**src/design/assert_macros.svh**
```systemverilog
// Assertion helper macros shared by the RTL.
`ifndef ASSERT_MACROS_SVH
`define ASSERT_MACROS_SVH

// Implication checked on every rising clock edge outside reset.
`define ASSERT_IMPL(label, clk, rst_n, ante, cons, msg) \
  label: assert property (@(posedge clk) disable iff (!rst_n) (ante) |-> (cons)) \
    else $error(msg);

// Next-cycle implication outside reset.
`define ASSERT_NEXT(label, clk, rst_n, ante, cons, msg) \
  label: assert property (@(posedge clk) disable iff (!rst_n) (ante) |=> (cons)) \
    else $error(msg);

`endif

```
**src/design/pbrd_pkg.sv**
```systemverilog
// ----------------------------------------------------------------------------
// pbrd_pkg
// Shared types and constants of the pulse beat rate detector.
// ----------------------------------------------------------------------------
package pbrd_pkg;

  localparam logic [15:0] BPM_CONST     = 16'd60000;
  localparam logic [15:0] INTERVAL_SEED = 16'd600;
  localparam logic [7:0]  PERIOD_RST    = 8'd2;
  localparam logic [15:0] GAP_RST       = 16'd250;
  localparam logic [15:0] TIMEOUT_RST   = 16'd2500;
  localparam int unsigned SEED_RST      = 512;
  localparam int unsigned AMP_RST       = 100;

  localparam logic [1:0] REG_PERIOD  = 2'd0;
  localparam logic [1:0] REG_GAP     = 2'd1;
  localparam logic [1:0] REG_TIMEOUT = 2'd2;
  localparam logic [1:0] REG_SEED    = 2'd3;

  // Job handed from the front end to the rate back end.
  typedef enum logic [1:0] {
    JOB_NONE  = 2'd0,  // emit result with current bpm
    JOB_SEED  = 2'd1,  // fill history, no bpm update
    JOB_SEED_BPM = 2'd2, // fill history then compute bpm
    JOB_SHIFT = 2'd3   // shift in interval and compute bpm
  } job_e;

endpackage

```
**src/design/pbrd_if.sv**
```systemverilog
// ----------------------------------------------------------------------------
// pbrd_stream_if
// Valid/ready channel carrying a payload of PW bits.
// ----------------------------------------------------------------------------
interface pbrd_stream_if #(
  parameter int PW = 8
) ();
  logic          valid;
  logic          ready;
  logic [PW-1:0] data;

  modport source (output valid, output data, input ready);
  modport sink   (input valid, input data, output ready);
endinterface

```
**src/design/pulse_beat_rate_detector.sv**
```systemverilog
// ----------------------------------------------------------------------------
// pulse_beat_rate_detector
// Pulse-sensor beat detector with averaged beats-per-minute output.
// ----------------------------------------------------------------------------
// One result per sample. The front end tracks each sample and hands a job
// through a two-entry queue to the back end. A sample without a rate update
// goes straight to the output register; when a beat updates the rate the back
// end runs a serial history sum, then a 16-step restoring divide of 60000 by
// the mean, and a seed fills every history entry first. Sustained rate is set
// by the back end.
module pulse_beat_rate_detector import pbrd_pkg::*; #(
  parameter int HISTORY_DEPTH = 10,
  parameter int SAMPLE_BITS   = 10
) (
  input  logic clk_i,
  input  logic rst_ni,
  input  logic cfg_valid_i,
  output logic cfg_ready_o,
  input  logic [1:0]  cfg_index_i,
  input  logic [15:0] cfg_data_i,
  pbrd_stream_if.sink   in_s,
  pbrd_stream_if.source out_s
);
  localparam int QW = 2 + 16 + 1 + SAMPLE_BITS + 16;
  localparam int SB = SAMPLE_BITS;

  logic [7:0]    period_q;
  logic [15:0]   gap_q, tmo_q;
  logic [SB-1:0] seed_q;

  assign cfg_ready_o = 1'b1;
  always_ff @(posedge clk_i or negedge rst_ni) begin
    if (!rst_ni) begin
      period_q <= PERIOD_RST;
      gap_q    <= GAP_RST;
      tmo_q    <= TIMEOUT_RST;
      seed_q   <= SB'(SEED_RST);
    end else if (cfg_valid_i) begin
      unique case (cfg_index_i)
        REG_PERIOD:  period_q <= cfg_data_i[7:0];
        REG_GAP:     gap_q    <= cfg_data_i;
        REG_TIMEOUT: tmo_q    <= cfg_data_i;
        REG_SEED:    seed_q   <= cfg_data_i[SB-1:0];
        default: ;
      endcase
    end
  end

  // two-entry queue
  logic [QW-1:0] qd_q [2];
  logic          wp_q, rp_q;
  logic [1:0]    cnt_q;
  logic          fire;
  job_e          job;
  logic [15:0]   ivl;
  logic          pulse;
  logic [SB-1:0] amp;

  pbrd_stream_if #(.PW(QW)) q_if ();

  assign in_s.ready = cnt_q != 2'd2;
  assign fire = in_s.valid && in_s.ready;

  pbrd_front #(.SB(SB)) u_front (
    .clk_i, .rst_ni, .fire_i(fire), .sample_i(in_s.data[SB-1:0]),
    .period_i(period_q), .gap_i(gap_q), .timeout_i(tmo_q), .seed_i(seed_q),
    .job_o(job), .interval_o(ivl), .pulse_o(pulse), .amp_o(amp)
  );

  assign q_if.valid = cnt_q != 2'd0;
  assign q_if.data  = qd_q[rp_q];

  always_ff @(posedge clk_i) begin
    if (fire) qd_q[wp_q] <= {job, ivl, 16'd0, pulse, amp};
  end

  always_ff @(posedge clk_i or negedge rst_ni) begin
    if (!rst_ni) begin
      wp_q  <= 1'b0;
      rp_q  <= 1'b0;
      cnt_q <= '0;
    end else begin
      if (fire) wp_q <= ~wp_q;
      if (q_if.valid && q_if.ready) rp_q <= ~rp_q;
      cnt_q <= cnt_q + 2'(fire) - 2'(q_if.valid && q_if.ready);
    end
  end

  pbrd_back #(.HD(HISTORY_DEPTH), .SB(SB), .QW(QW)) u_back (
    .clk_i, .rst_ni, .q_in(q_if.sink), .res_out(out_s)
  );

  `include "assert_macros.svh"
  `ASSERT_IMPL(a_q_bound, clk_i, rst_ni, 1'b1, cnt_q != 2'd3, "queue count overflow")
  `ASSERT_IMPL(a_q_nopop, clk_i, rst_ni, cnt_q == 2'd0, !q_if.valid, "pop from empty queue")
  `ASSERT_NEXT(a_q_push, clk_i, rst_ni, fire && !(q_if.valid && q_if.ready),
               cnt_q != 2'd0, "push lost")
endmodule

```
**src/design/pbrd_front.sv**
```systemverilog
// ----------------------------------------------------------------------------
// pbrd_front
// Per-sample tracking: clock, peak/trough, threshold, beat and timeout.
// ----------------------------------------------------------------------------
module pbrd_front import pbrd_pkg::*; #(
  parameter int SB = 10
) (
  input  logic          clk_i,
  input  logic          rst_ni,
  input  logic          fire_i,
  input  logic [SB-1:0] sample_i,
  input  logic [7:0]    period_i,
  input  logic [15:0]   gap_i,
  input  logic [15:0]   timeout_i,
  input  logic [SB-1:0] seed_i,
  output job_e          job_o,
  output logic [15:0]   interval_o,
  output logic          pulse_o,
  output logic [SB-1:0] amp_o
);
  logic [31:0]   clk_q, last_q;
  logic [SB-1:0] peak_q, trough_q, thr_q, amp_q;
  logic [15:0]   ivl_q;
  logic          inp_q, first_q, second_q;

  logic [31:0]   clk_n, el;
  logic [SB-1:0] peak_n, trough_n, thr_n, amp_n, diff;
  logic [15:0]   ivl_n, gate;
  logic [31:0]   last_n;
  logic          inp_n, first_n, second_n, beat;
  job_e          job;
  logic [33:0]   g5;

  // gate = (interval/5)*3 from the stored interval; reciprocal of 5 on 16 bits
  always_comb begin
    g5 = 34'(ivl_q) * 34'd52429;
    gate = 16'(g5[33:18]) * 16'd3;
  end

  always_comb begin
    clk_n    = clk_q + 32'(period_i);
    el       = clk_n - last_q;
    peak_n   = peak_q;
    trough_n = trough_q;
    thr_n    = thr_q;
    amp_n    = amp_q;
    ivl_n    = ivl_q;
    last_n   = last_q;
    inp_n    = inp_q;
    first_n  = first_q;
    second_n = second_q;
    job      = JOB_NONE;
    diff     = '0;
    if (sample_i < thr_q && el > 32'(gate) && sample_i < trough_q) trough_n = sample_i;
    if (sample_i > thr_q && sample_i > peak_q) peak_n = sample_i;
    beat = el > 32'(gap_i) && sample_i > thr_q && !inp_q && el > 32'(gate);
    if (beat) begin
      inp_n  = 1'b1;
      ivl_n  = (el > 32'hFFFF) ? 16'hFFFF : el[15:0];
      last_n = clk_n;
      if (second_q) second_n = 1'b0;
      if (first_q) begin
        first_n  = 1'b0;
        second_n = 1'b1;
        job      = second_q ? JOB_SEED : JOB_NONE;
      end else begin
        job = second_q ? JOB_SEED_BPM : JOB_SHIFT;
      end
    end
    if (!(beat && first_q)) begin
      if (sample_i < thr_n && inp_n) begin
        inp_n    = 1'b0;
        diff     = (peak_n >= trough_n) ? peak_n - trough_n : '0;
        amp_n    = diff;
        thr_n    = SB'({1'b0, diff[SB-1:1]} + trough_n);
        peak_n   = thr_n;
        trough_n = thr_n;
      end
      if (el > 32'(timeout_i)) begin
        thr_n    = seed_i;
        peak_n   = seed_i;
        trough_n = seed_i;
        last_n   = clk_n;
        first_n  = 1'b1;
        second_n = 1'b0;
      end
    end
  end

  always_ff @(posedge clk_i or negedge rst_ni) begin
    if (!rst_ni) begin
      clk_q    <= '0;
      last_q   <= '0;
      peak_q   <= SB'(SEED_RST);
      trough_q <= SB'(SEED_RST);
      thr_q    <= SB'(SEED_RST);
      amp_q    <= SB'(AMP_RST);
      ivl_q    <= INTERVAL_SEED;
      inp_q    <= 1'b0;
      first_q  <= 1'b1;
      second_q <= 1'b0;
    end else if (fire_i) begin
      clk_q    <= clk_n;
      last_q   <= last_n;
      peak_q   <= peak_n;
      trough_q <= trough_n;
      thr_q    <= thr_n;
      amp_q    <= amp_n;
      ivl_q    <= ivl_n;
      inp_q    <= inp_n;
      first_q  <= first_n;
      second_q <= second_n;
    end
  end

  assign job_o      = job;
  assign interval_o = ivl_n;
  assign pulse_o    = inp_n;
  assign amp_o      = amp_n;

  `include "assert_macros.svh"
  `ASSERT_IMPL(a_flags_excl, clk_i, rst_ni, 1'b1, !(first_q && second_q), "both pending")
  `ASSERT_NEXT(a_beat_pulse, clk_i, rst_ni, fire_i && beat, inp_q || first_q,
               "beat did not enter pulse")
  `ASSERT_IMPL(a_amp_seed, clk_i, rst_ni, fire_i && job == JOB_SEED, second_q,
               "seed without pending")
endmodule

```
**src/design/pbrd_back.sv**
```systemverilog
// ----------------------------------------------------------------------------
// pbrd_back
// Interval history, serial sum and serial divide for the rate.
// ----------------------------------------------------------------------------
module pbrd_back import pbrd_pkg::*; #(
  parameter int HD = 10,
  parameter int SB = 10,
  parameter int QW = 2 + 16 + 16 + 1 + SB
) (
  input  logic clk_i,
  input  logic rst_ni,
  pbrd_stream_if.sink   q_in,
  pbrd_stream_if.source res_out
);
  localparam int IW = $clog2(HD);
  localparam int TW = 16 + $clog2(HD + 1);
  localparam int OW = 1 + 16 + 16 + 1 + SB;
  // reciprocal of HD, exact for every TW-bit total
  localparam int RS = TW + $clog2(HD);
  localparam logic [TW:0] RM = (TW+1)'(((64'd1 << RS) + 64'(HD) - 64'd1) / 64'(HD));

  typedef enum logic [2:0] {S_IDLE, S_FILL, S_SUM, S_MEAN, S_DIV, S_OUT} st_e;

  st_e           st_q;
  logic [15:0]   hist_q [HD];
  logic [IW-1:0] idx_q;
  logic [TW-1:0] tot_q;
  logic [15:0]   ivl_q, bpm_q, mean_q, rem_q;
  logic [15:0]   quo_q;
  logic [4:0]    bit_q;
  logic          inp_q, found_q, shift_q;
  logic [SB-1:0] amp_q;
  logic          ovalid_q;
  logic [OW-1:0] odata_q;
  job_e          job;
  logic [TW-1:0] mean_full;
  logic [2*TW:0] mean_prod;
  logic [16:0]   rtry;

  assign job = job_e'(q_in.data[QW-1 -: 2]);
  // S_OUT waits for the output register, so a held result stalls intake from the queue
  assign q_in.ready = st_q == S_IDLE;
  assign res_out.valid = ovalid_q;
  assign res_out.data  = odata_q;
  assign mean_prod = (2*TW+1)'(tot_q) * (2*TW+1)'(RM);
  assign mean_full = mean_prod[RS +: TW];
  assign rtry = {rem_q, BPM_CONST[bit_q[3:0]]} - {1'b0, mean_q};

  always_ff @(posedge clk_i) begin
    if (st_q == S_FILL || (st_q == S_SUM && shift_q)) begin
      if (shift_q && 32'(idx_q) < HD - 1) hist_q[idx_q] <= hist_q[idx_q + IW'(1)];
      else hist_q[idx_q] <= ivl_q;
    end
  end

  always_ff @(posedge clk_i or negedge rst_ni) begin
    if (!rst_ni) begin
      st_q     <= S_IDLE;
      ovalid_q <= 1'b0;
      bpm_q    <= '0;
      idx_q    <= '0;
      tot_q    <= '0;
      shift_q  <= 1'b0;
      found_q  <= 1'b0;
    end else begin
      if (res_out.valid && res_out.ready) ovalid_q <= 1'b0;
      unique case (st_q)
        S_IDLE: if (q_in.valid && q_in.ready) begin
          ivl_q   <= q_in.data[QW-3 -: 16];
          inp_q   <= q_in.data[SB];
          amp_q   <= q_in.data[SB-1:0];
          idx_q   <= '0;
          tot_q   <= '0;
          found_q <= job != JOB_NONE && job != JOB_SEED;
          shift_q <= job == JOB_SHIFT;
          unique case (job)
            JOB_NONE:  st_q <= S_OUT;
            JOB_SEED:  st_q <= S_FILL;
            JOB_SEED_BPM: st_q <= S_FILL;
            JOB_SHIFT: st_q <= S_SUM;
            default:   st_q <= S_OUT;
          endcase
        end
        S_FILL: begin
          if (32'(idx_q) == HD - 1) begin
            idx_q <= '0;
            st_q  <= found_q ? S_SUM : S_OUT;
            shift_q <= found_q;
          end else idx_q <= idx_q + IW'(1);
        end
        S_SUM: begin
          // shifted value equals new entry at this index
          tot_q <= tot_q + TW'((32'(idx_q) < HD - 1) ? hist_q[idx_q + IW'(1)] : ivl_q);
          if (32'(idx_q) == HD - 1) st_q <= S_MEAN;
          else idx_q <= idx_q + IW'(1);
        end
        S_MEAN: begin
          mean_q <= (mean_full > TW'(16'hFFFF)) ? 16'hFFFF : mean_full[15:0];
          rem_q  <= '0;
          quo_q  <= '0;
          bit_q  <= 5'd15;
          st_q   <= S_DIV;
        end
        S_DIV: begin
          if (mean_q == '0) begin
            bpm_q <= BPM_CONST;
            st_q  <= S_OUT;
          end else begin
            if (!rtry[16]) begin
              rem_q <= rtry[15:0];
              quo_q <= quo_q | (16'd1 << bit_q[3:0]);
            end else rem_q <= {rem_q[14:0], BPM_CONST[bit_q[3:0]]};
            if (bit_q == 5'd0) begin
              bpm_q <= quo_q | (rtry[16] ? 16'd0 : 16'd1);
              st_q  <= S_OUT;
            end
            bit_q <= bit_q - 5'd1;
          end
        end
        S_OUT: if (!ovalid_q) begin
          ovalid_q <= 1'b1;
          odata_q  <= {found_q, bpm_q, ivl_q, inp_q, amp_q};
          st_q     <= S_IDLE;
        end
        default: st_q <= S_IDLE;
      endcase
    end
  end

  `include "assert_macros.svh"
  `ASSERT_IMPL(a_idle_ready, clk_i, rst_ni, q_in.ready, st_q == S_IDLE, "ready outside idle")
  `ASSERT_NEXT(a_out_idle, clk_i, rst_ni, st_q == S_OUT && !ovalid_q,
               ovalid_q && st_q == S_IDLE, "result not posted")
  `ASSERT_IMPL(a_div_mean, clk_i, rst_ni, st_q == S_DIV, bit_q < 5'd16, "divider overrun")
endmodule

```
**src/flat_wrapper.sv**
```systemverilog
// flat-port wrapper written by rule: the top's interface ports become plain ports
module pulse_beat_rate_detector_flat import pbrd_pkg::*;
#(
  parameter int HISTORY_DEPTH = 10,
  parameter int SAMPLE_BITS   = 10
)
  (clk_i, rst_ni, cfg_valid_i, cfg_ready_o, cfg_index_i, cfg_data_i, in_s_valid, in_s_data, in_s_ready, out_s_valid, out_s_data, out_s_ready);
  pbrd_stream_if #(.PW(10)) in_s_i ();
  pbrd_stream_if #(.PW(44)) out_s_i ();
  input  logic clk_i;
  input  logic rst_ni;
  input  logic cfg_valid_i;
  output logic cfg_ready_o;
  input  logic [1:0] cfg_index_i;
  input  logic [15:0] cfg_data_i;
  input wire logic [$bits(in_s_i.valid)-1:0] in_s_valid;
  input wire logic [$bits(in_s_i.data)-1:0] in_s_data;
  output wire logic [$bits(in_s_i.ready)-1:0] in_s_ready;
  output wire logic [$bits(out_s_i.valid)-1:0] out_s_valid;
  output wire logic [$bits(out_s_i.data)-1:0] out_s_data;
  input wire logic [$bits(out_s_i.ready)-1:0] out_s_ready;
  assign in_s_i.valid = in_s_valid;
  assign in_s_i.data = in_s_data;
  assign in_s_ready = in_s_i.ready;
  assign out_s_valid = out_s_i.valid;
  assign out_s_data = out_s_i.data;
  assign out_s_i.ready = out_s_ready;
  pulse_beat_rate_detector #(.HISTORY_DEPTH(HISTORY_DEPTH), .SAMPLE_BITS(SAMPLE_BITS)) u_core (.clk_i(clk_i), .rst_ni(rst_ni), .cfg_valid_i(cfg_valid_i), .cfg_ready_o(cfg_ready_o), .cfg_index_i(cfg_index_i), .cfg_data_i(cfg_data_i), .in_s(in_s_i), .out_s(out_s_i));
endmodule
```
**config.mk**
```make
export PLATFORM = sky130hd
export DESIGN_NAME = pulse_beat_rate_detector_flat
export DESIGN_NICKNAME = d
export VERILOG_FILES = /design/src/design/pbrd_pkg.sv /design/src/design/pbrd_if.sv /design/src/design/pulse_beat_rate_detector.sv /design/src/design/pbrd_front.sv /design/src/design/pbrd_back.sv /design/src/flat_wrapper.sv
export VERILOG_INCLUDE_DIRS = /design/src /design/src/design
export SDC_FILE = /design/constraint.sdc
export NUM_CORES = 2
export LEC_CHECK = 0
export BUFFER_PORTS_ARGS = -buffer_cell sky130_fd_sc_hd__buf_2
export CELL_PAD_IN_SITES_DETAIL_PLACEMENT = 1
export CELL_PAD_IN_SITES_GLOBAL_PLACEMENT = 2
export CORE_MARGIN = 3
export CORE_UTILIZATION = 40
export DETAILED_ROUTE_END_ITERATION = 8
export HOLD_SLACK_MARGIN = 0.15
export PLACE_DENSITY_LB_ADDON = 0.1
export SLEW_MARGIN = 20
export SYNTH_ARGS = -nofsm -noshare
export SYNTH_HDL_FRONTEND = slang
export SYNTH_HIERARCHICAL = 1
export SYNTH_SLANG_ARGS = --single-unit
```
**constraint.sdc**
```tcl
create_clock -name clk_i -period 12.45 [get_ports clk_i]
set_input_delay 1.8675 -clock clk_i [delete_from_list [all_inputs] [get_ports clk_i]]
set_output_delay 1.8675 -clock clk_i [all_outputs]
set_load 0.005 [all_outputs]
```
==> results.py <==
metrics = {
    "floorplanning": {
        "start_util_pct": 40.6,
        "core-area_sq_um": 104000,
        "io_pins": 80,
        "fp.dieH_um": 331,
        "fp.dieW_um": 331,
        "std_cell_rows": 118,
        "dieArea_sq_um": 110000,
    },
    "detailed_routing": {
        "ant_nets": 0,
        "vias": 29776,
        "drt-initial-drc-count": 1375,
        "vias_per_cell": 5.26,
        "drc": 0,
        "first_pass_iters": 5,
        "avgRoutedWirePerCell_um": 20.9,
        "wl_um": 118000,
    },
    "grt": {
        "antenna_found_initial": 3,
        "grt_pass1_wl_um": 186000,
        "grt_use_total_pct": 21.5,
        "grt_pass1_vias": 32101,
        "grt_remaining_overflow": 0,
        "grt_max_degree": 65,
    },
    "worst_setup_path": {
        "cp-start-kind": "flip-flop",
        "end_kind": "flip-flop",
        "crit_path_max_fanout": 5,
        "critPathKind": "flip-flop to flip-flop",
        "critPathRequiredTime_ns": 12.97,
        "arrival_ns": 13.08,
        "critical-path-max-stage-delay_ns": 0.58,
        "slowest_stage": "dfstp_2",
    },
    "timing": {
        "fin_crit_ns": 12.56,
        "rsz0062_at_grt": "yes",
        "report.final.setup_viol": 10,
        "skew_ns": 0.0503,
        "fin_crit_sh_pct": 101,
        "max_freq_mhz": 79.6,
        "relSlewSlack_pct": 25.8,
        "worst_slack_ns": -0.108,
        "hold_viol_final": 0,
        "hold_ws_ns": 0.415,
        "slew_violations": 0,
        "worst_slew_pin_slew_ns": 1.11,
    },
    "layout": {
        "finalInstanceArea_sq_um": 49700,
        "area_growth_pct": 17.4,
        "drive_above_1_share_pct": 20.8,
        "fin_cells": 5657,
        "nets": 4986,
    },
    "cts": {
        "root_buffer": "clkbuf_16",
        "clock_sinks": 566,
        "clkTransAtPathRegs_ns": 0.06,
        "clkLatencyLatePin_ns": 0.66,
        "numCtsBuffers": 70,
        "cts_hold_buf": 0,
        "htree_levels": 3,
        "cts_tree": "built",
        "clock_path_buffers": 3,
    },
    "synth": {
        "syn_nets": 4668,
        "yosysWarnings": 6,
        "synth.avg_cell_area_sq_um": 10.9,
        "syn-cell-area_sq_um": 42300,
        "synthesis.instances": 3901,
    },
    "place": {
        "placed_cell_area_sq_um": 45900,
        "place_congestion": 0.865,
        "dp_hpwl_um": 90300,
        "io_buffers": 78,
        "place_inst": 5487,
    },
    "status": {
        "violations": "setup timing",
        "status": "complete, but fails checks",
    },
    "job": {
        "maxCapViolCount": 0,
    },
    "worst_hold_path": {
        "hold_class": "flip-flop to flip-flop",
    },
}
[timing repair]
action,in CTS,in global routing
setup endpoints to repair,41,36
gates resized for setup,146,57
buffers inserted,27,17
cloned,0,0
pin swaps,117,44
[registers in the layout, summed over array words and instances, names as in the netlist, 16 cells and up, named ones only]
name	count
u_core/gap_q	16
u_core/qd_q	58
u_core/tmo_q	16
u_core/u_back/bpm_q	16
u_core/u_back/hist_q	160
u_core/u_back/ivl_q	16
u_core/u_back/mean_q	16
u_core/u_back/quo_q	16
u_core/u_back/rem_q	16
u_core/u_back/res_out.data	44
u_core/u_back/tot_q	20
u_core/u_front/clk_q	32
u_core/u_front/ivl_q	16
u_core/u_front/last_q	32
[critical path, delay by kind of cell, from the launching register on]
kind,cells,cell delay (ns)
AOI/OAI and AO/OA,18,3.95
xor gates and xnor gates,3,0.33
adders and majority gates,12,4.42
buffers and inverters,14,1.56
DFF,1,0.58
muxes,1,0.32
and+or+nand+nor,9,1.22
[metrics by stage]
| step | setup TNS (ns) | utilization (%) | setup slack [ns] |
|---|---|---|---|
| 6_report | -0.462 | 47.7 | -0.108 |
| 5_1_grt | -18.59 | 47.7 | -0.867 |
| 4_1_cts | 0 | 47.3 | 0.00126 |
| 3_5_place_dp | -28.34 | 44.1 | -1.19 |
| 3_3_place_gp | -17.57 | 44.1 | -0.825 |
| 2_1_floorplan | 0 | - | 0.0309 |
[layer usage]
| metal | part of all wire, % | up-vias | track usage, % |
|---|---|---|---|
| li1 | - | 14269 | - |
| met1 | 46 | 14988 | 29.2 |
| met2 | 48 | 387 | 36.6 |
| met5 | 0 | - | 0 |
| met3 | 3.2 | 132 | 2.73 |
| met4 | 2.4 | 0 | 5.62 |
[final cells by class]
type	instances	area, sq um
antenna	1	2.50
clock buffer	93	1910
clock inverter	36	463
tap	1380	1730
fill	11313	54500
timing repair buffer	358	2600
sequential	566	15900
multi-input combinational	2667	25000
inverter	556	2090
[cells in the final DEF, fill, tap and decap left out, types with 30 or more instances in the layout]
master,instances
ha_4,37
mux2_2,134
nand2_1,218
fa_1,210
dfrtp_1,194
a31oi_1,30
inv_1,541
clkbuf_16,70
ha_1,475
edfxtp_1,342
xor2_1,70
o21a_1,31
nor2_1,212
o21ai_0,121
buf_4,265
nand4_1,46
a21o_1,65
mux2i_1,45
buf_2,77
a21oi_1,212
nor2b_1,52
xnor2_1,106
mux4_2,32
nand3_1,74
[worst paths after layout]
check	startpoint	endpoint	slack (ns)	cells after the start
max reg2reg	u_core/u_front/ivl_q[4]	u_core/u_front/thr_q[5]	-0.11	57
max	u_core/u_front/ivl_q[4]	u_core/u_front/thr_q[5]	-0.11	57
min in group asynchronous	rst_ni	u_core/u_back/bpm_q[4]	1.08	1
max in group asynchronous	rst_ni	u_core/gap_q[11]	9.61	3
min	u_core/u_back/inp_q	u_core/u_back/res_out.data[10]	0.42	0
min reg2reg	u_core/u_back/inp_q	u_core/u_back/res_out.data[10]	0.42	0
Power is left out: the tool's default activity adds up to more than one toggle a clock period on the data nets, which glitch-free logic cannot reach.
